[src/hw/rtl/fvc_div_cell.sv]
module fvc_div_cell (
  input  logic        clk,
  input  logic        ce,
  input  logic [15:0] divisor,
  input  logic [16:0] bits_in,
  input  logic [15:0] rem_in,
  input  logic [16:0] q_in,
  output logic [16:0] bits,
  output logic [15:0] rem,
  output logic [16:0] q
);

  logic [16:0] cur;

  assign cur = {rem_in, bits_in[16]};

  always_ff @(posedge clk) begin
    if (ce) begin
      bits <= {bits_in[15:0], 1'b0};
      if (cur >= {1'b0, divisor}) begin
        rem <= 16'(cur - {1'b0, divisor});
        q   <= {q_in[15:0], 1'b1};
      end else begin
        rem <= cur[15:0];
        q   <= {q_in[15:0], 1'b0};
      end
    end
  end

endmodule

[config.mk]
export PLATFORM = sky130hd
export DESIGN_NAME = fvc_div_cell
export DESIGN_NICKNAME = d
export VERILOG_FILES = /design/src/hw/rtl/fvc_div_cell.sv
export SDC_FILE = /design/constraint.sdc
export NUM_CORES = 1
export LEC_CHECK = 0
export ABC_AREA = 0
export BUFFER_PORTS_ARGS = -buffer_cell sky130_fd_sc_hd__buf_2
export CAP_MARGIN = 20
export CORE_AREA = 5 5 81 83
export DETAILED_ROUTE_END_ITERATION = 16
export DIE_AREA = 0 0 86 88
export GPL_TIMING_DRIVEN = 0
export HOLD_SLACK_MARGIN = 0.1
export PLACE_DENSITY = 0.79
export SLEW_MARGIN = 20
export SYNTH_ARGS = -nofsm -noshare
export SYNTH_HDL_FRONTEND = slang
export SYNTH_SLANG_ARGS = --single-unit
[constraint.sdc]
create_clock -name clk -period 2.9 [get_ports clk]
set_input_delay 0.435 -clock clk [delete_from_list [all_inputs] [get_ports clk]]
set_output_delay 0.435 -clock clk [all_outputs]
set_load 0.05 [all_outputs]
# --- Word-level counts from Yosys, hierarchy flattened ---
# Cells that the tools add are included.
word_totals:
  regBits: 49
  inputBits: 68
  out_inout_bits: 50
  word_cells: 7
op_classes:
  n_addsub: 1
  order_cmp: 1
  muxes: 2
op_table:
  columns: ["op", "count"]
  rows:
  - ["$ge A17 B16 Y1", 1]
  - ["$mux W16", 1]
  - ["$sub A16 B16 Y16", 1]
  - ["$mux W1", 1]

# --- Logic depth before layout (Yosys ltp) ---
logic_depth:
  ltp_word: 2
  mapped_depth: 10
  mapped_depth_nobuf: 9

# --- Least setup slack after synthesis ---
# No wires, ideal clock.
synth_timing:
  kind: "input-to-reg"
  from: "input port divisor[4]"
  to: "register rem[10], data pin"
  setup_ps: 260
  arrival_ps: 2339
  t_required_ps: 2640
  slack_ps: 300
  stages: 9
  path_buffers: 1
  path_cell_list: "inv_1 ha_1 a211oi_1 o211ai_1 o21ai_2 o211ai_2 a31oi_4 buf_6 mux2_4"
synth_via:
  elab_chain_cells: 2
  elab_cells_between_ends: 3
  classes_between: "1 x add/sub; 1 x order compare; 1 x mux"
synth_rtl:
  columns: ["element", "line", "rtl"]
  rows:
  - ["start, declared", "4", "input logic [15:0] divisor,"]
  - ["$sub A16 B16 Y16 / $ge A17 B16 Y1 (equally long branches)", "21, 20", null]
  - ["$mux W16 (*)", "20", "if (cur >= {1'b0, divisor}) begin"]
  - ["end signal, assigned", "21", "rem <= 16'(cur - {1'b0, divisor});"]
  - ["end signal, assigned", "24", "rem <= cur[15:0];"]
  - ["end, declared", "9", "output logic [15:0] rem,"]
# Mark *: on every way between the ends. The rest lies on a longest branch, timed or not.
# A chain may end at the register's enable or synchronous reset.

# --- Final worst setup path ---
layout_timing:
  from: "input port bits_in[16]"
  to: "register rem[12], data pin"
layout_via:
  elab_chain_cells: 2
  elab_cells_between_ends: 3
  classes_between: "1 x add/sub; 1 x order compare; 1 x mux"
layout_rtl:
  columns: ["element", "line", "rtl"]
  rows:
  - ["start, declared", "5", "input logic [16:0] bits_in,"]
  - ["$sub A16 B16 Y16 / $ge A17 B16 Y1 (equally long branches)", "21, 20", null]
  - ["$mux W16 (*)", "20", null]
# Marked as above.

==> metrics.md <==
| Metric | Value |
|---|---|
| Hold slack | 0.3025 ns |
| CP Buf/Inv Count | 2 |
| Total grt overflow | 0 |
| Static Leak | 1.565 nW |
| Global-route wire length before repair | between 9 and 10 mm |
| Initial Util | roughly 45% |
| I/O pins | 118 |
| Clk buf depth | 2 |
| GRT Total Usage | between 15 and 20% |
| Setup crit end kind | flip-flop |
| Vias in the first global route | roughly 1900 |
| Clock Sinks | 49 |
| Final net count | 413 |
| Setup crit start | bits_in[16] |
| Peak VDD IR | around 0.00030 V |
| Initial antenna violation count | 0 |
| Post-CTS Hold Fix Bufs | 0 |
| Status | completed |
| Final critical-path required period | around 2.7 ns |
| Share of post-route cells with drive strength above 1 | 44.38% |
| Count of cell types in the netlist | 40 |
| Post-cts resize count | 0 |
| Fmax | between 300 and 400 MHz |
| Routed len/inst | 15.33 um |
| Largest net degree at the start of global routing | 50 |
| Post-synth EDFFs | 49 |
| Share of flip-flops with an asynchronous set or reset | 0% |
| Placed Instances | 396 |
| Post-DP HPWL | 5.023 mm |
| CP max-delay cell | a211oi_1 |
| Max-slew headroom | between 20% and 30% |
| Post-route DRC | 0 |
| Arrival time at the worst endpoint | 2.75 ns |
| Syn_area_per_cell | roughly 13 um^2 |
| Capture point of the critical path | rem[12]$_DFFE_PP_ |
| Setup Crit Path Kind | primary input to flip-flop |
| Top_reg_cell synth | edfxtp_1 |
| Max Slew Vio Count | 0 |
| Delay-heaviest family, CP | compound AO/OA/AOI/OAI gates |
| Startpoint Class | primary input |
| DRT antenna net count | 0 |
| H-tree depth | 2 |
| Synthesized Nets | 291 |
| Port-buffer cells | between 100 and 150 |
| Synth warnings | 0 |
| Post-synthesis sequential area ratio | 56.00% |
| Most frequent cells in the layout | 115 x buf_2, 49 x edfxtp_1, 22 x inv_1 |
| Area Growth Syn to Fin | 28.90% |
| Hold Crit Class | primary input to flip-flop |
| Die Y-Extent | ~88 um |
| WP depth | 10 |
| Largest stage delay, worst path | between 0.5 and 0.6 ns |
| Setup bufs post-CTS | 0 |
| PwrDens | slightly below 600 nW/um^2 |
| DR iter-0 viols | between 100 and 150 |
| Worst-Margin Slew | between 1 and 1.5 ns |
| Area of the die | about 7600 um^2 |
| FF+latch count, synth | 49 |
| Final setup vio count | 0 |
| Worst-path clk slew | roughly 0.090 ns |
| Max FO, Critical Path | 4 |
| Die width | between 80 and 90 um |
| Netlist Area Pre-Place | ~2600 um^2 |
| Critical Path RT | between 2 and 3 ns |
| Core ar. | roughly 5800 um^2 |
| Final hold vios | 0 |
| Commonest non-fill, non-tap cell in the layout | buf_2 |
| TritonCTS Buffers | 5 |
| Vias | between 2000 and 2500 |
| Crit-path cells | buf_2 -> inv_1 -> ha_1 -> fa_1 -> nor2b_1 -> o31ai_1 -> a211oi_1 -> nor2_1 -> a32o_1 -> o31a_1 |
| # rows | 28 |
| Routability cong. | ~0.83 |
| Drt pass-1 iters | 4 |
| Post-Route Utilization | between 50% and 60% |
| RSZ-0062 raised after global routing | false |
| Maxcap violations | 0 |
| Detail-routed via count per cell | roughly 5.0 |
| Design Power | 0.001953 W |
| Antenna diode count | 0 |
| Root buf cell | clkbuf_8 |
| Syn Inst Count | 206 |
| Final Instance Count excl. Fillers | 404 |
| Final wirelength | between 6 and 7 mm |
| CTS tree | yes |
| Tcrit/Tclk final | between 90 and 100% |
-- per-layer routing --
layer	track usage [%]	wire [um]
met2	27.75	3008
met1	19.16	2532
met4	7.050	117
met3	3.293	535
met5	0	0
-- Yosys cell counts, types with 3 or more instances --
master / n / area, um^2
a21o_1: 7 / 52.55
nor2_1: 12 / 45.04
a21oi_1: 14 / 70.07
nor2b_1: 3 / 18.77
edfxtp_1: 49 / 1471
nand2_1: 8 / 30.03
xor2_1: 3 / 26.28
buf_4: 3 / 22.52
o21a_1: 3 / 22.52
inv_1: 22 / 82.58
a211oi_1: 5 / 37.54
o21ai_0: 12 / 60.06
xnor2_1: 6 / 52.55
mux2_4: 6 / 90.09
nand3_1: 3 / 15.01
ha_1: 16 / 200.2
mux2_2: 7 / 78.83
-- power by group --
| part | switching (W) | leakage, nW | internal [W] |
|---|---|---|---|
| sequential | 0.0000158 | 0.480 | 0.000870 |
| combinational | 0.000454 | 1.04 | 0.000214 |
| clock | 0.000229 | 0.0445 | 0.000171 |
-- flip-flops by register name (all words and copies together) (netlist names) --
signal and count:
bits 16, q 17, rem 16
-- worst min path at each step --
stage,startpoint,end,depth (start not counted)
floorplan,bits_in[9],bits[10]$_DFFE_PP_,0
global placement,bits_in[12],bits[13]$_DFFE_PP_,1
detailed placement,q_in[11],q[12]$_DFFE_PP_,1
CTS,q_in[11],q[12]$_DFFE_PP_,1
global route,q_in[11],q[12]$_DFFE_PP_,1
finish,q_in[11],q[12]$_DFFE_PP_,1
-- final cells by class --
| cell class | instances | area (um^2) |
|---|---|---|
| sequential | 49 | 1471 |
| buffer | 5 | 38.79 |
| timing repair buffer | 115 | 575.6 |
| inverter | 22 | 82.58 |
| multi-input combinational | 130 | 1035 |
| tap | 75 | 93.84 |
| clock buffer | 5 | 68.82 |
| fill | 497 | 2394 |
| clock inverter | 3 | 21.27 |
-- metrics by stage --
step | instance area [um^2] | setup TNS [ns] | worst slack [ns]
floorplan | 2628 | 0 | 0.3003
global placement | 3297 | -0.4817 | -0.08813
detailed placement | 3297 | -0.4635 | -0.1128
CTS | 3387 | 0 | 0.2085
global route | 3387 | 0 | 0.06890
finish | 3387 | 0 | 0.2065
-- cells by family after synthesis --
family                   share of synthesized area [%]
XOR/XNOR                                         3.000
multiplexers                                     7.191
adder cells (fa/ha/maj)                          8.381
buffers and inverters                            4.619
AND/OR/NAND/NOR                                  6.285
flip-flops                                       56.00
other                                           0.1427
AO/OA/AOI/OAI                                    14.38
(Power assumes the default switching activity.)
