`src/hw/rtl/fvc_pkg.sv`:
```
package fvc_pkg;

  localparam int RampSteps = 15;
  localparam int RingSize  = 6 * RampSteps;
  localparam int KW        = $clog2(RingSize);

  localparam logic [15:0] MaxRadiusReset = 16'd7680;
  localparam logic [23:0] OneByteQ16     = 24'hFF0000;
  localparam logic [15:0] HalfTurn       = 16'h8000;

  localparam int CordicSteps = 16;
  localparam int SqrtSteps   = 24;
  localparam int DivSteps    = 17;

  localparam logic [19:0] CordicTurns [CordicSteps] = '{
    20'd131072, 20'd77376, 20'd40884, 20'd20753, 20'd10417, 20'd5213, 20'd2607, 20'd1304,
    20'd652, 20'd326, 20'd163, 20'd81, 20'd41, 20'd20, 20'd10, 20'd5
  };

  typedef struct packed {
    logic valid;
    logic unknown;
    logic last;
    logic yzero;
    logic xneg;
    logic in_circle;
  } meta_t;

  // Hue ring entry k, packed as {blue, green, red}.
  function automatic logic [23:0] ring_rgb(input logic [KW-1:0] k);
    int   seg;
    int   up;
    logic [7:0] u;
    logic [7:0] d;
    logic [23:0] res;
    seg = (int'(k) / RampSteps) % 6;
    up  = (255 * (int'(k) % RampSteps)) / RampSteps;
    u   = 8'(up);
    d   = 8'(255 - up);
    case (seg)
      0: res = {8'd0, u, 8'd255};
      1: res = {8'd0, 8'd255, d};
      2: res = {u, 8'd255, 8'd0};
      3: res = {8'd255, d, 8'd0};
      4: res = {8'd255, 8'd0, u};
      default: res = {d, 8'd0, 8'd255};
    endcase
    return res;
  endfunction

endpackage

```
`src/hw/rtl/fvc_cordic_cell.sv`:
```
module fvc_cordic_cell #(
  parameter int STAGE = 0
) (
  input  logic               clk,
  input  logic               ce,
  input  logic signed [31:0] cx_in,
  input  logic signed [31:0] cy_in,
  input  logic [19:0]        acc_in,
  output logic signed [31:0] cx,
  output logic signed [31:0] cy,
  output logic [19:0]        acc
);
  import fvc_pkg::*;

  logic signed [31:0] dx;
  logic signed [31:0] dy;

  assign dx = cy_in >>> STAGE;
  assign dy = cx_in >>> STAGE;

  always_ff @(posedge clk) begin
    if (ce) begin
      if (!cy_in[31]) begin
        cx  <= cx_in + dx;
        cy  <= cy_in - dy;
        acc <= acc_in + CordicTurns[STAGE];
      end else begin
        cx  <= cx_in - dx;
        cy  <= cy_in + dy;
        acc <= acc_in - CordicTurns[STAGE];
      end
    end
  end

endmodule

```
`config.mk`:
```
export PLATFORM = sky130hd
export DESIGN_NAME = fvc_cordic_cell
export DESIGN_NICKNAME = d
export VERILOG_FILES = /design/src/hw/rtl/fvc_pkg.sv /design/src/hw/rtl/fvc_cordic_cell.sv
export SDC_FILE = /design/constraint.sdc
export NUM_CORES = 1
export LEC_CHECK = 0
export ABC_AREA = 1
export BUFFER_PORTS_ARGS = -buffer_cell sky130_fd_sc_hd__buf_2
export CORE_MARGIN = 2
export CORE_UTILIZATION = 50
export DETAILED_ROUTE_END_ITERATION = 16
export HOLD_SLACK_MARGIN = 0.12
export MAX_ROUTING_LAYER = met4
export PLACE_DENSITY = 0.75
export SLEW_MARGIN = 20
export SYNTH_ARGS = -nofsm -noshare
export SYNTH_HDL_FRONTEND = slang
export SYNTH_SLANG_ARGS = --single-unit
```
`constraint.sdc`:
```
create_clock -name clk -period 1.6 [get_ports clk]
set_input_delay 0.08 -clock clk [delete_from_list [all_inputs] [get_ports clk]]
set_output_delay 0.08 -clock clk [all_outputs]
set_load 0.01 [all_outputs]
```
== Word level (Yosys, flattened, before mapping) ==
Cells that the tools add are included.
Word-level totals
  bits in registers: 84
  input bits: 86
  output and inout port bits: 84
  word-level logic and storage cells: 11
Cells by class
  add/subtract/negate cells: 5
  muxes and demuxes: 3
Operator list (count)
  2-to-1 mux 32 bit: 2
  subtractor 32 bit: 2
  adder 32 bit: 1
  adder 20 x 18 -> 20 bit, second input constant: 1
  2-to-1 mux 20 bit: 1
  subtractor 20 x 18 -> 20 bit, second input constant: 1

== Longest topological paths before layout ==
  word-level depth: 2
  gate-level depth with buffers: 17
  depth with buffers taken out: 16

== Worst setup path before layout ==
Ideal clock, no wire load.
  path kind: in2reg
  start: input port cx_in[0]
  end: register cy[28], data pin
  setup time: 0.254 ns
  arrival: 1.430 ns
  data required time: 1.346 ns
  slack: -0.084 ns
  stages: 11
  path buffers: 0
  path through: ha_1 -> fa_1 -> nand2_1 -> nand2_1 -> and2_1 -> nand2_1 -> nand3_1 -> nand2_1 -> nand4_1 -> nand3_1 -> nand2_1
On the way
  cells in the longest elaborated chain, start to end: 2
  elaborated cells on any way between the ends: 3
  classes of those cells: 2 x add/sub; 1 x mux
Ends and longest elaborated chain
  start, declared: line fvc_cordic_cell.sv:6  | input logic signed [31:0] cx_in,
  subtractor 32 bit or adder 32 bit (tied branches): line fvc_cordic_cell.sv:25, fvc_cordic_cell.sv:29
  2-to-1 mux 32 bit (*): line fvc_cordic_cell.sv:23  | if (!cy_in[31]) begin
  end signal, assigned: line fvc_cordic_cell.sv:25  | cy <= cy_in - dy;
  end signal, assigned: line fvc_cordic_cell.sv:29  | cy <= cy_in + dy;
  end, declared: line fvc_cordic_cell.sv:10  | output logic signed [31:0] cy,
Mark *: on every way between the ends. The rest lies on a longest branch, timed or not.
A chain may end at the register's enable or synchronous reset.

== Worst setup path in the final report ==
  start: input port cy_in[6]
  end: register cx[26], data pin
On the way
  cells in the longest elaborated chain, start to end: 2
  elaborated cells on any way between the ends: 3
  classes of those cells: 2 x add/sub; 1 x mux
Ends and longest elaborated chain
  start, declared: line fvc_cordic_cell.sv:7  | input logic signed [31:0] cy_in,
  adder 32 bit or subtractor 32 bit (tied branches): line fvc_cordic_cell.sv:24, fvc_cordic_cell.sv:28
  2-to-1 mux 32 bit (*): line fvc_cordic_cell.sv:23
  end signal, assigned: line fvc_cordic_cell.sv:24  | cx <= cx_in + dx;
  end signal, assigned: line fvc_cordic_cell.sv:28  | cx <= cx_in - dx;
  end, declared: line fvc_cordic_cell.sv:9  | output logic signed [31:0] cx,
Marked as above.

==> reports/summary.log <==
qor: worst_setup_path.timing.critical_path.from_type input pin
qor: global_routing.grt.met3_usage 3.14%
qor: clock_network.clk_pin_slew_worst_paths 80 ps
qor: place.dpl.hpwl 30000 um
qor: worst_setup_path.worstPathMaxFanout 5
qor: run.drv_cap 0
qor: final_layout.final_net_count 2217
qor: global_routing.grt_start_max_net_pins 53
qor: routing.routed-via-count 11900
qor: clock_network.h-tree-depth 3
qor: place.routabilityCongestion 1.01
qor: routing.detail_route.drc_violations 0
qor: final_layout.fillCellCount 1575
qor: floorplan.top_level_ports 170
qor: global_routing.grt.met2_usage 55.4%
qor: worst_setup_path.worst-path-buf-inv 3
qor: clock_network.cts-buffers-inserted 9
qor: routing.dr_wl_cell 16.4 um
qor: floorplan.core_area 0.0201 sq mm
qor: yosys.yosys.area_share.adder 13.0%
qor: yosys.ys_seq_elements 83
qor: yosys.ys_seq_area_share 24.5%
qor: routing.count_of_antenna_violating_nets_left_after_detailed_routing 0
qor: floorplan.die_height 147 um
qor: min_path.hold_path_class in -> reg
qor: sta.period_minus_slack 1620 ps
qor: final_layout.final_layout_size_suffix_gt1_share 38.3%
qor: outcome.outcome complete, but fails checks
qor: worst_setup_path.worst_setup_path_startpoint cy_in[6]
qor: sta.min_period_over_period 101%
qor: pwr.vdd_ir_drop_max 536 uV
qor: clock_network.cts.sinks 83
qor: worst_setup_path.worst_path_max_delay_cell sky130_fd_sc_hd__ha_4
qor: global_routing.grtUsageMet1 46.3%
qor: pwr.power_switching 0.00400 W
qor: floorplan.chipWidth 147 um
qor: pwr.p_per_area 673 mW/mm^2
qor: place.dpl_worst_slack -604 ps
qor: yosys.synth.distinct_cells 39
qor: worst_setup_path.critPathTopFamily simple AND/OR/NAND/NOR gates
qor: worst_setup_path.worstSetupEndpointType flip-flop
qor: sta.max_slew_vio_count 0
qor: global_routing.top_usage_layer met2
qor: sta.worst_slack -20.4 ps
qor: yosys.synth.area.mux_share 0.0982%
qor: sta.slew_headroom 77.2%
qor: clock_network.maximum_buffer_depth_of_the_clock_tree 2
qor: pwr.leakagePower 7.95 nW
qor: yosys.synth.yosys.warnings 0
qor: yosys.netlist_area 0.0102 sq mm
qor: sta.setup_repair_after_global_routing_missed_its_margin yes
qor: pwr.net_switching_share_of_the_total_power 39.6%
qor: final_layout.areaGrowthSynthToFinish 47.4%
qor: pwr.seqPwrFrac 28.0%
qor: routing.first_iter_violations 957
qor: sta.tightestPinTransition 338 ps
qor: place.portbufs 169
qor: pwr.final_total_pwr 0.0101 W
qor: outcome.violations setup timing
qor: routing.drt-total-wl 37700 um
qor: pwr.internal_power 0.00611 W
qor: yosys.yosys.area_share.simple 37.0%
qor: final_layout.finalCoreUtilization 74.7%
qor: global_routing.grt_overflow_total 0
qor: worst_setup_path.critical_path_arrival 1740 ps
qor: worst_setup_path.path_class in -> reg
qor: sta.final-hold-violation-count 0
qor: sta.hold_slack 147 ps
qor: final_layout.number_of_antenna_diodes 0
qor: min_path.worstHoldStart ce
qor: yosys.syn_inst 1606
qor: sta.max_clock_freq 0.617 GHz
qor: pwr.comb_power_share 50.0%
qor: global_routing.grt_util_all_layers 34.5%
qor: global_routing.first_global_vias 11100
qor: sta.setup_viol_count_final 2
qor: routing.first_drt_pass_iteration_count 5
qor: floorplan.floorplan.die_area 0.0215 sq mm
qor: worst_setup_path.cp_cell_sequence buf_8, ha_4, buf_12, nand2_8, buf_6, nor2_4, nand2_2, nor2_4, nor2_1, nand2_1, nand2_1, nand3_1, nand2_1, nand3_1, nand2_1
qor: global_routing.antenna_violations_before_repair 1
qor: floorplan.start_util 50.7%
qor: clock_network.clock_tree_from_tritoncts done
qor: yosys.synth_compound_gate_area_share 9.04%
qor: yosys.post_synth_xor_xnor_area 1.98%
qor: yosys.syn_area_per_cell 6.35 sq um
qor: worst_setup_path.worstPathRequired 1720 ps
qor: worst_setup_path.critical-path-max-stage-delay 290 ps
qor: worst_setup_path.crit_top_cell sky130_fd_sc_hd__nand2_1
qor: global_routing.grt_pass1_wl 56400 um
qor: place.dpl.cell_count 2247
qor: pwr.clock_power_share 22.0%
qor: yosys.synth_top_family_by_area simple AND/OR/NAND/NOR gates
qor: yosys.nets_in_the_synthesized_netlist 1796
qor: final_layout.final_cells 2302
qor: floorplan.num_rows 52
qor: clock_network.cts-root-buf sky130_fd_sc_hd__clkbuf_16
qor: routing.viasPerCell 5.18
## kinds of logic (layout without fill, tap and decap cells)
family,after synthesis,in the layout
AOI/OAI and AO/OA,165,165
xor gates and xnor gates,23,23
adders and majority gates,104,104
buffers and inverters,350,776
DFF,83,83
muxes,1,1
and+or+nand+nor,880,880
## state kept, by name, summed over array words and instances (netlist names)
name  count
acc      20
cx       31
cy       32
## metal layers
layer  part of all wire, %  vias to the layer above  wire length (um)
li1                      -                     5864                 -
met1                    43                     5466             16400
met2                    46                      507             17300
met3                   7.1                       96              2660
met4                   3.4                        0              1290
met5                     0                        -                 0
## area by class of cell
class                      count  area [sq um]  share of cell area, %
clock buffer                   9           225                   1.50
inverter                     307          1150                   7.69
clock inverter                 7          76.3                  0.508
sequential                    83          2490                   16.6
timing repair buffer         453          3250                   21.6
multi-input combinational   1173          7480                   49.8
tap                          270           338                   2.25
## timing repair
action | in CTS | in global routing
endpoints found under the setup margin | 46 | 48
hold buffers | 19 | 0
endpoints found under the hold margin | 19 | 0
resized for setup | 88 | 250
setup buffers | 5 | 14
cloned | 0 | 1
pin swaps | 19 | 83
## Yosys cell counts, drive strengths merged
cell type  count  area share (%)
o21ai         52             2.6
inv          307              11
o21bai        22             1.7
xor2          21             1.8
xnor2          2            0.17
or2            1           0.061
o22ai         10            0.61
clkbuf         5            0.18
nand3b         2            0.27
a31oi          3            0.18
fa             3            0.59
mux2i          1           0.098
nor3           7            0.59
and2           7            0.44
a21oi         76             3.8
o211ai         1           0.074
nor2         131             5.5
ha           101              12
nand2        561              21
o31ai          1           0.074
nand4         22             1.4
edfxtp        83              24
nand3        149             7.4
buf           38             2.9
## per-stage QoR
stage	cell area (sq um)	TNS, ps
after floorplan	10300	-83.6
after global placement	13100	-22850
after detailed placement	13100	-25040
after CTS	14000	-27.5
after global routing	15000	-797
final	15000	-26.0
## path summary, 6_finish.rpt
path	end	slack (ps)	cells after the start
max	cx[26]$_DFFE_PP_	-20	15
min	cy[4]$_DFFE_PP_	150	1
## power groups by stage
stage | Clock, W | Combinational (W) | Sequential, W
after detailed placement | 0 | 0.00426 | 0.00288
final | 0.00222 | 0.00506 | 0.00283
after global routing | 0.00231 | 0.00546 | 0.00286
after floorplan | 0 | 0.00222 | 0.00303
after CTS | 0.00222 | 0.00450 | 0.00283
after global placement | 0 | 0.00419 | 0.00287
## cells in the final DEF, fill, tap and decap left out, types with 24 or more instances in the layout
master and n:
sky130_fd_sc_hd__a21oi_1 47, sky130_fd_sc_hd__nor2_4 29, sky130_fd_sc_hd__buf_2 161, sky130_fd_sc_hd__nor2_2 39
sky130_fd_sc_hd__nand3_1 128, sky130_fd_sc_hd__inv_1 256, sky130_fd_sc_hd__nand2_2 82, sky130_fd_sc_hd__ha_4 28
sky130_fd_sc_hd__nor2_1 63, sky130_fd_sc_hd__ha_1 66, sky130_fd_sc_hd__edfxtp_1 83, sky130_fd_sc_hd__nand2_1 458
sky130_fd_sc_hd__buf_4 249, sky130_fd_sc_hd__o21ai_0 40, sky130_fd_sc_hd__a21oi_2 24, sky130_fd_sc_hd__inv_2 50
(Power assumes the default switching activity.)
