`src/hw/rtl/fvc_sqrt_cell.sv`:
```
module fvc_sqrt_cell (
  input  logic        clk,
  input  logic        ce,
  input  logic [47:0] bits_in,
  input  logic [25:0] rem_in,
  input  logic [23:0] root_in,
  output logic [47:0] bits,
  output logic [25:0] rem,
  output logic [23:0] root
);

  logic [27:0] cur;
  logic [27:0] trial;

  assign cur   = {rem_in, bits_in[47:46]};
  assign trial = {2'b00, root_in, 2'b01};

  always_ff @(posedge clk) begin
    if (ce) begin
      bits <= {bits_in[45:0], 2'b00};
      if (cur >= trial) begin
        rem  <= 26'(cur - trial);
        root <= {root_in[22:0], 1'b1};
      end else begin
        rem  <= cur[25:0];
        root <= {root_in[22:0], 1'b0};
      end
    end
  end

endmodule

```
`config.mk`:
```
export PLATFORM = sky130hd
export DESIGN_NAME = fvc_sqrt_cell
export DESIGN_NICKNAME = d
export VERILOG_FILES = /design/src/hw/rtl/fvc_sqrt_cell.sv
export SDC_FILE = /design/constraint.sdc
export NUM_CORES = 1
export LEC_CHECK = 0
export BUFFER_PORTS_ARGS = -buffer_cell sky130_fd_sc_hd__buf_2
export CORE_MARGIN = 3
export CORE_UTILIZATION = 40
export CTS_BUF_LIST = sky130_fd_sc_hd__clkbuf_2
export DETAILED_ROUTE_END_ITERATION = 8
export PLACE_DENSITY = 0.83
export SLEW_MARGIN = 5
export SYNTH_ARGS = -nofsm -noshare
export SYNTH_HDL_FRONTEND = slang
export SYNTH_SLANG_ARGS = --single-unit
```
`constraint.sdc`:
```
create_clock -name clk -period 2.6 [get_ports clk]
set_clock_uncertainty 0.2 [all_clocks]
set_input_delay 0 -clock clk [delete_from_list [all_inputs] [get_ports clk]]
set_output_delay 0 -clock clk [all_outputs]
set_load 0.01 [all_outputs]
```
==> metrics.csv, run 1 <==
stage,metric,value,unit
clocking,ctsLongestPathBuffers,2,
clocking,cts-buffers-inserted,9,
placed_design,dp_cells,702,
die,num_rows,39,
die,ioPinCount,198,
placed_design,post-dp-hpwl,8.96,mm
die,die_y,115,um
synthesis,syn_area,4730,um2
synthesis,ys_seq_elements,96,
synthesis,ys_seq_area_share,61.0,%
clocking,clockRootBuffer,clkbuf_2,
synthesis,syn_area_per_cell,13.7,um2
clocking,postCtsHoldBufs,144,
placed_design,routabilityCongestion,0.903,
placed_design,placed_area,6030,um2
run_status,error,[ERROR RSZ-0060] Max buffer count reached.,
clocking,cts-resized-gates,0,
clocking,clkSinkCount,96,
synthesis,ys_types,50,
run_status,stop_stage,clock tree synthesis (4_1_cts),
clocking,postCtsSetupRepairBufs,0,
die,die_x,115,um
clocking,htree_num_levels,3,
synthesis,synth_cells,345,
synthesis,ys_warn_count,0,
synthesis,synth_flop_cell,edfxtp_1,
synthesis,synth_edf_count,96,
placed_design,port_buffers,195,
die,start_util,41.2,%
run_status,status,stopped before the end,
synthesis,ys_async_sr_fraction,0,%
per-stage QoR:
step	hold WS [ps]	utilization (%)	setup slack, ps	TNS [ps]
floorplan	-101	-	143	0
global placement	-22.8	52.6	-57.1	-57.1
detailed placement	-21.9	52.6	-69.5	-970
cell usage after synthesis, drive strengths merged (2+ instances only):
cell    number  area share (%)
o21ai       17             2.0
a41oi        2            0.37
nor2b        3            0.40
o21a         3            0.48
and3         3            0.40
nor2        18             1.5
a21o         6            0.95
nand2b       3            0.40
inv         30             2.4
xnor2       13             2.4
a21oi       22             2.4
and2         3            0.40
mux2i        2            0.42
mux2        22             6.5
buf          6             1.4
a31oi        2            0.40
o21bai       2            0.32
nor3         6            0.64
o211ai       3            0.58
a211oi       6            0.95
nand2       21             1.7
o31ai        2            0.32
and4         2            0.37
nand4        2            0.26
edfxtp      96              61
ha          26             6.9
xor2        10             1.9
cell families after synthesis:
group / synth area share, %
flip-flops: 61.0
AO/OA/AOI/OAI: 10.1
AND/OR/NAND/NOR: 6.96
buffers and inverters: 3.76
adder cells (fa/ha/maj): 6.88
multiplexers: 6.94
XOR/XNOR: 4.26
other: 0.0794
==> inputs of run 2 (changes only) <==
CORE_UTILIZATION = 25   (was 40)
CTS_BUF_LIST = unset   (was sky130_fd_sc_hd__clkbuf_2)
PLACE_DENSITY = unset   (was 0.83)
PLACE_DENSITY_LB_ADDON = 0.15   (was unset)
clock period = 3.4 ns   (was 2.6 ns; I/O delays follow)
==> metrics.csv, run 2 <==
stage,metric,value,unit
pwr,power_density,453,nW/um2
cells_and_area,antenna_cells,0,
pwr,comb_power_share,22.7,%
synthesis,syn_area,4730,um2
setup_path,critPathBufInv,3,
sta,period_needed,2990,ps
global_routing,antenna_found_initial,1,
cells_and_area,largest_register_ffs,46,
sta,worstMarginPinSlew,518,ps
global_routing,grt_overflow,0,
global_routing,grt_max_degree,42,
global_routing,globalRouteMet3Util,3.56,%
setup_path,critPathSlowestCell,dlygate4sd3_1,
run_status,status,"finished, final reports clean",
synthesis,synthTopCellsByArea,"edfxtp_1 61%, ha_1 6.9%, mux2_4 5.1%, xnor2_1 2.4%, inv_1 2.4%",
synthesis,synth_edf_count,96,
sta,rsz0062_at_grt,false,
die,die_y,143,um
cells_and_area,largest-register,bits,
cells_and_area,final_cell_mix,"194 x buf_2, 96 x edfxtp_1, 96 x dlygate4sd3_1",
pwr,power_switching,0.862,mW
placed_design,post-dp-hpwl,9.71,mm
routing,drc,0,
pwr,p_int,2.41,mW
placed_design,port_buffers,195,
routing,firstDrtPassIters,6,
min_path,min_from,rem_in[24],
setup_path,cp.required,3300,ps
clocking,htree_num_levels,3,
setup_path,critPathMaxStageDelay,530,ps
synthesis,yosysTopAreaCell,edfxtp_1,
pwr,p_leak,3.22,nW
setup_path,path_max_fanout,14,
routing,wl_per_cell,15.1,um
routing,vias_per_cell,4.32,
cells_and_area,utilization,39.5,%
synthesis,synth.most_common_cell,edfxtp_1,
placed_design,dp_cells,768,
die,ioPinCount,198,
sta,setup_viol,0,
setup_path,worstSetupEndpointType,flip-flop,
die,die_x,143,um
synthesis,ys_seq_area_share,61.0,%
sta,slew_headroom,64.9,%
pwr,swShare,26.4,%
sta,fin_crit_sh,87.9,%
cells_and_area,final_common_cell,buf_2,
flow_run,cap_violations,0,
routing,first_iter_violations,121,
synthesis,ys_warn_count,0,
synthesis,synth_cells,345,
routing,vias,3804,
clocking,clockRootBuffer,clkbuf_16,
cells_and_area,nNetsFinal,772,
global_routing,met2_usage,21.3,%
global_routing,use_met1,15.7,%
clocking,clk_pin_slew,70,ps
synthesis,syn_area_per_cell,13.7,um2
sta,hold_ws,71.9,ps
synthesis,ys_types,50,
die,core,18300,um2
cells_and_area,post_layout_nonfiller_instances,880,
min_path,whs_path_depth,4,
clocking,cts-buffers-inserted,9,
synthesis,yosysTopAreaCellShare,61.0,%
clocking,cts_tree,built,
setup_path,crit_family,compound AO/OA/AOI/OAI gates,
pwr,ir_drop,0.223,mV
pwr,p_clk_share,32.1,%
global_routing,grt_first_pass_wirelength,20.0,mm
clocking,ctsLongestPathBuffers,2,
min_path,hold_end,rem[25]$_DFFE_PP_,
global_routing,grt_busiest_layer,met2,
setup_path,cp_cell_sequence,dlygate4sd3_1 -> buf_2 -> ha_1 -> nand2b_1 -> a211o_1 -> a21oi_2 -> o211ai_2 -> a31oi_2 -> nor2_2 -> o21ai_4 -> buf_4 -> mux2_4,
sta,slew_viol_final,0,
cells_and_area,drive_gt1_share,37.3,%
clocking,clkSinkCount,96,
die,num_rows,49,
setup_path,start_kind,input pin,
setup_path,path_class,input pin to flip-flop,
sta,max_freq,334,MHz
sta,timing.final.hold_violations,0,
clocking,cts-resized-gates,0,
die,start_util,25.9,%
synthesis,synth_flop_cell,edfxtp_1,
pwr,seq_power_share,45.3,%
routing,wirelength,13.2,mm
cells_and_area,area_growth,52.8,%
min_path,worstHoldPathType,input pin to flip-flop,
synthesis,ys_seq_elements,96,
synthesis,synth_common_cells,"96 x edfxtp_1, 30 x inv_1, 26 x ha_1",
die,die_area,20600,um2
routing,ant_nets,0,
setup_path,cp.arrival,2890,ps
sta,fin_setup_tns,0,ps
global_routing,grt_pass1_vias,3860,
placed_design,routabilityCongestion,0.798,
global_routing,track_usage,12.5,%
cells_and_area,reg_top3,"bits (46), rem (26), root (24)",
synthesis,ys_async_sr_fraction,0,%
[run 2: cell counts after synthesis]
Identical to the previous run, type by type.
[run 2: cells by family after synthesis]
group                      synth area share (%)
muxes                                      6.94
and+or+nand+nor                            6.96
adders and majority gates                  6.88
xor gates and xnor gates                   4.26
buffers and inverters                      3.76
DFF                                        61.0
AOI/OAI and AO/OA                          10.1
other                                    0.0794
[run 2: how the worst max path moves through the flow]
stage	start	end	slack [ps]	depth (start not counted)
after floorplan	root_in[0]	rem[10]$_DFFE_PP_	940	11
after detailed placement	root_in[7]	rem[14]$_DFFE_PP_	570	12
final	rem_in[0]	rem[14]$_DFFE_PP_	410	12
after global placement	root_in[7]	rem[14]$_DFFE_PP_	560	12
after CTS	rem_in[7]	rem[14]$_DFFE_PP_	380	12
after global routing	root_in[0]	rem[19]$_DFFE_PP_	180	13
[run 2: area by class of cell]
class	count	area, um2
clock buffers	9	225
clock inverters	7	76.3
fillers	1768	11000
inverters	30	113
multi-input cells	214	1670
flip-flops and latches	96	2880
well taps	229	287
repair buffers	295	1970
[run 2: power by group through the flow]
stage	clock, mW	combinational [mW]	sequential (mW)
2_1_floorplan	0	0.321	1.57
3_3_place_gp	0	0.658	1.51
3_5_place_dp	0	0.662	1.50
4_1_cts	1.09	0.753	1.48
5_1_grt	1.14	0.818	1.49
6_report	1.05	0.741	1.48
[run 2: metrics by stage]
step	total power [mW]	cell area [um2]	setup slack, ps
2_1_floorplan	1.90	4730	943
3_3_place_gp	2.16	5960	561
3_5_place_dp	2.17	5960	570
4_1_cts	3.32	7220	379
5_1_grt	3.45	7220	180
6_report	3.27	7220	410
[run 2: repair_timing]
| item | in CTS | in global routing |
|---|---|---|
| endpoints found under the hold margin | 117 | 0 |
| setup buffers | 0 | 0 |
| hold buffers | 96 | 0 |
[run 2: per-layer routing]
metal | up-vias | part of all wire (%)
met5 | - | 0.053
met4 | 2 | 0.97
met3 | 12 | 8.1
met2 | 150 | 46
met1 | 1763 | 45
li1 | 1877 | -
(Power assumes the default switching activity.)
==> inputs of run 3 (changes only) <==
ABC_AREA = 1   (was unset)
==> metrics.csv, run 3 <==
stage,metric,value,unit
clocking,cts-buffers-inserted,9,
routing,vias,4774,
clocking,ctsLongestPathBuffers,2,
setup_path,path_class,input pin to flip-flop,
placed_design,port_buffers,195,
clocking,postCtsHoldBufs,95,
synthesis,ys_async_sr_fraction,0,%
cells_and_area,final_cell_mix,"204 x nand2_1, 194 x buf_2, 126 x inv_1",
cells_and_area,area_growth,49.6,%
synthesis,synth.most_common_cell,nand2_1,
pwr,p_int,2.56,mW
run_status,status,"finished, final reports clean",
setup_path,start_kind,input pin,
pwr,comb_power_share,21.6,%
synthesis,synth_flop_cell,edfxtp_1,
pwr,ir_drop,0.247,mV
cells_and_area,drive_gt1_share,24.9,%
routing,vias_per_cell,4.08,
synthesis,ys_warn_count,0,
placed_design,routabilityCongestion,0.881,
clocking,clockRootBuffer,clkbuf_16,
clocking,clkSinkCount,96,
setup_path,cp.arrival,2220,ps
clocking,htree_num_levels,3,
pwr,power_switching,0.934,mW
sta,worstMarginPinSlew,855,ps
setup_path,worstSetupEndpointType,flip-flop,
sta,rsz0062_at_grt,false,
clocking,clk_pin_slew,70,ps
die,num_rows,52,
cells_and_area,nNetsFinal,1022,
global_routing,antenna_found_initial,0,
cells_and_area,reg_top3,"bits (46), rem (26), root (24)",
die,die_y,152,um
min_path,worstHoldPathType,input pin to flip-flop,
setup_path,path_max_fanout,14,
global_routing,grt_pass1_vias,4786,
synthesis,yosysTopAreaCell,edfxtp_1,
sta,setup_viol,0,
cells_and_area,multi_input_area,1880,um2
cells_and_area,largest_register_ffs,46,
synthesis,synthTopCellsByArea,"edfxtp_1 54%, nand2_1 14%, inv_1 8.9%, ha_1 6.1%, nand3_1 2.6%",
synthesis,syn_area_per_cell,8.85,um2
sta,fin_setup_tns,0,ps
clocking,cts_tree,built,
die,ioPinCount,198,
synthesis,synth_cells,598,
placed_design,post-dp-hpwl,12.6,mm
die,start_util,25.8,%
die,die_x,152,um
pwr,p_clk_share,36.3,%
sta,period_needed,2310,ps
routing,wirelength,16.7,mm
routing,ant_nets,0,
routing,drc,0,
global_routing,grt_overflow,0,
synthesis,syn_area,5290,um2
synthesis,synth_edf_count,96,
clocking,postCtsSetupRepairBufs,0,
routing,wl_per_cell,14.2,um
pwr,power_density,442,nW/um2
synthesis,ys_seq_elements,96,
synthesis,ys_types,28,
cells_and_area,antenna_cells,0,
cells_and_area,filler_cell_count,2115,
routing,firstDrtPassIters,5,
cells_and_area,largest-register,bits,
die,core,20500,um2
clocking,cts-resized-gates,0,
synthesis,ys_seq_area_share,54.5,%
sta,max_freq,432,MHz
global_routing,track_usage,13.9,%
pwr,seq_power_share,42.1,%
sta,hold_ws,72.8,ps
synthesis,synth_common_cells,"204 x nand2_1, 126 x inv_1, 96 x edfxtp_1",
cells_and_area,regArea,2880,um2
routing,first_iter_violations,201,
global_routing,grt_first_pass_wirelength,24.5,mm
cells_and_area,final_common_cell,nand2_1,
die,die_area,23000,um2
sta,slew_headroom,43.0,%
synthesis,yosysTopAreaCellShare,54.5,%
pwr,p_leak,3.98,nW
sta,fin_crit_sh,68.0,%
global_routing,grt_max_degree,64,
sta,timing.final.hold_violations,0,
pwr,finalPower,3.50,mW
pwr,swShare,26.7,%
flow_run,cap_violations,0,
setup_path,cp.required,3300,ps
sta,slew_viol_final,0,
## run 3: logic make-up (layout without fill, tap and decap cells)
kind of cell / count (synthesis) / after routing / synth area share [%]
simple gates: 294 / 294 / 23.6
flops: 96 / 96 / 54.5
fa+ha+maj: 26 / 26 / 6.15
other cells: 1 / 2 / 0.0709
compound gates: 32 / 32 / 3.43
buf+inv: 136 / 437 / 10.1
xor+xnor: 13 / 13 / 2.15
## run 3: final timing paths
check                 slack [ps]  cells past startpoint        from            endpoint
worst min-delay path          70                      1          ce  bits[34]$_DFFE_PP_
worst max-delay path        1090                     14  rem_in[12]   rem[22]$_DFFE_PP_
## run 3: layout make-up
class / instances / share of cell area [%]
well taps: 270 / 4.27
repair buffers: 296 / 25.1
clock buffers: 9 / 2.84
flip-flops and latches: 96 / 36.4
clock inverters: 6 / 1.74
inverters: 126 / 5.97
multi-input cells: 367 / 23.7
## run 3: per-layer routing
layer	track usage, %	routed length, um
met3	3.63	1360
met5	0	0
met1	17.9	7720
met4	3.23	148
met2	23.6	7430
## run 3: stage by stage
| step | instances | cell area [um2] | worst slack, ps | util (%) |
|---|---|---|---|---|
| final | 1170 | 7920 | 1090 | 38.6 |
| after global routing | 1170 | 7920 | 875 | 38.6 |
| after CTS | 1170 | 7920 | 1080 | 38.6 |
| after detailed placement | 1060 | 6610 | 1240 | 32.2 |
| after global placement | 1060 | 6610 | 1240 | 32.2 |
| after floorplan | 599 | 5300 | 1550 | - |
## run 3: power groups by stage
| stage | clock network (mW) | logic [mW] | registers (mW) |
|---|---|---|---|
| after floorplan | 0 | 0.312 | 1.57 |
| after global placement | 0 | 0.681 | 1.50 |
| after detailed placement | 0 | 0.680 | 1.50 |
| after CTS | 1.31 | 0.770 | 1.48 |
| after global routing | 1.35 | 0.855 | 1.48 |
| final | 1.27 | 0.757 | 1.47 |
## run 3: critical path, stage by stage
cell and delay, ps:
dlygate4sd3_1 540, buf_2 140, ha_1 370, nand2_2 150, inv_1 50, nand2_1 60, nand2_1 60, nand2_1 70
nand2_1 110, a21oi_4 160, nand3_2 80, buf_4 200, nand3_1 130, nand2_1 70
==> inputs of run 4 (changes only) <==
clock period = 2.22 ns   (was 3.4 ns; I/O delays follow)
==> metrics.csv, run 4 (synthesis results as in run 3) <==
stage,metric,value,unit
pwr,power_switching,1.51,mW
setup_path,startpoint,rem_in[18],
pwr,p_int,4.03,mW
routing,firstDrtPassIters,5,
placed_design,routabilityCongestion,0.919,
cells_and_area,final_cell_mix,"187 x nand2_1, 182 x buf_2, 116 x inv_1",
global_routing,grt_pass1_vias,4850,
cells_and_area,area_growth,59.6,%
min_path,worstHoldPathType,input pin to flip-flop,
pwr,power_density,655,nW/um2
global_routing,track_usage,14.3,%
die,die_x,152,um
sta,max_freq,467,MHz
run_status,status,"finished, violations left",
clocking,clockRootBuffer,clkbuf_16,
pwr,swShare,27.3,%
sta,setup_viol,0,
setup_path,path_max_fanout,7,
setup_path,cp.arrival,2050,ps
die,core,20500,um2
cells_and_area,reg_top3,"bits (46), rem (26), root (24)",
routing,ant_nets,0,
run_status,violations,hold timing,
placed_design,port_buffers,195,
min_path,min_from,rem_in[15],
cells_and_area,final_common_cell,nand2_1,
routing,vias,4939,
cells_and_area,utilization,41.2,%
clocking,cts_tree,built,
cells_and_area,nNetsFinal,1033,
pwr,comb_power_share,23.8,%
sta,hold_ws,-16.9,ps
global_routing,grt_max_degree,33,
routing,wirelength,17.4,mm
pwr,p_leak,4.16,nW
flow_run,cap_violations,0,
placed_design,placed_area,6690,um2
clocking,clk_pin_slew,80,ps
global_routing,grt_overflow,0,
cells_and_area,drive_gt1_share,30.8,%
placed_design,pre_cts_ws,93.8,ps
die,die_y,152,um
pwr,seq_power_share,40.7,%
setup_path,cp.required,2130,ps
sta,final.setup.worst_slack,80.8,ps
global_routing,grt_first_pass_wirelength,25.2,mm
pwr,finalPower,5.54,mW
global_routing,antenna_found_initial,0,
routing,wl_per_cell,14.7,um
clocking,ctsLongestPathBuffers,2,
sta,period_needed,2140,ps
routing,vias_per_cell,4.18,
cells_and_area,postLayoutCellArea,8450,um2
cells_and_area,largest-register,bits,
setup_path,worstSetupEndpointType,flip-flop,
sta,timing.final.hold_violations,1,
cells_and_area,largest_register_ffs,46,
setup_path,path_class,input pin to flip-flop,
die,die_area,23000,um2
clocking,htree_num_levels,3,
sta,slew_viol_final,0,
routing,first_iter_violations,236,
cells_and_area,antenna_cells,0,
pwr,p_clk_share,35.5,%
placed_design,post-dp-hpwl,12.8,mm
setup_path,start_kind,input pin,
pwr,ir_drop,0.367,mV
clocking,cts-buffers-inserted,9,
routing,drc,0,
die,start_util,25.8,%
clocking,clkSinkCount,96,
sta,fin_crit_sh,96.4,%
die,ioPinCount,198,
die,num_rows,52,
## run 4: cell types whose count changed in the layout (fill, tap and decap cells not counted), moves of 12 or more
cell | previous run | this run
ha_4 | 0 | 12
nand2_1 | 204 | 187
buf_2 | 194 | 182
nand2_2 | 2 | 16
ha_1 | 26 | 14
## run 4: critical path: stages
cell and delay [ps]:
dlygate4sd3_1 530, buf_2 130, ha_1 320, nand2_2 100, nor2_4 50, nand2_1 80, inv_1 70, a21oi_4 160
nand3_4 210, clkbuf_16 230, nand3_1 70, nand2_1 80
## run 4: through the flow
step / setup TNS [ps] / instances
3_3_place_gp: 0 / 1068
6_report: 0 / 1181
4_1_cts: 0 / 1179
2_1_floorplan: 0 / 599
3_5_place_dp: 0 / 1068
5_1_grt: -16.7 / 1181
## run 4: timing repair
action | 4_1_cts | 5_1_grt
setup buffers | 0 | 5
setup endpoints to repair | 0 | 26
hold buffers | 96 | 4
gates resized for setup | 0 | 73
endpoints found under the hold margin | 124 | 4
## run 4: final cells by class
cell class | count | area, um2
clock buffer | 9 | 225
clock inverter | 6 | 138
fill | 2091 | 12000
inverter | 126 | 473
multi-input combinational | 367 | 2150
sequential | 96 | 2880
tap | 270 | 338
timing repair buffer | 307 | 2240
## run 4: path summary, 6_finish.rpt
| check | endpoint | cells past startpoint |
|---|---|---|
| min | rem[17]$_DFFE_PP_ | 3 |
| max | rem[25]$_DFFE_PP_ | 12 |
## run 4: power by group through the flow
stage | Clock (mW) | Sequential, mW | Combinational (mW)
6_report | 1.96 | 2.25 | 1.32
5_1_grt | 2.08 | 2.27 | 1.47
4_1_cts | 2.01 | 2.26 | 1.21
3_5_place_dp | 0 | 2.30 | 1.07
3_3_place_gp | 0 | 2.30 | 1.07
2_1_floorplan | 0 | 2.40 | 0.478
## run 4: metal layers
metal  global-route usage [%]  up-vias  wire length [um]
li1                         -     2533                 -
met1                     18.2     2220              7840
met2                     24.0      172              7930
met3                     3.24       14              1370
met4                     4.67        0               276
met5                        0        -                 0
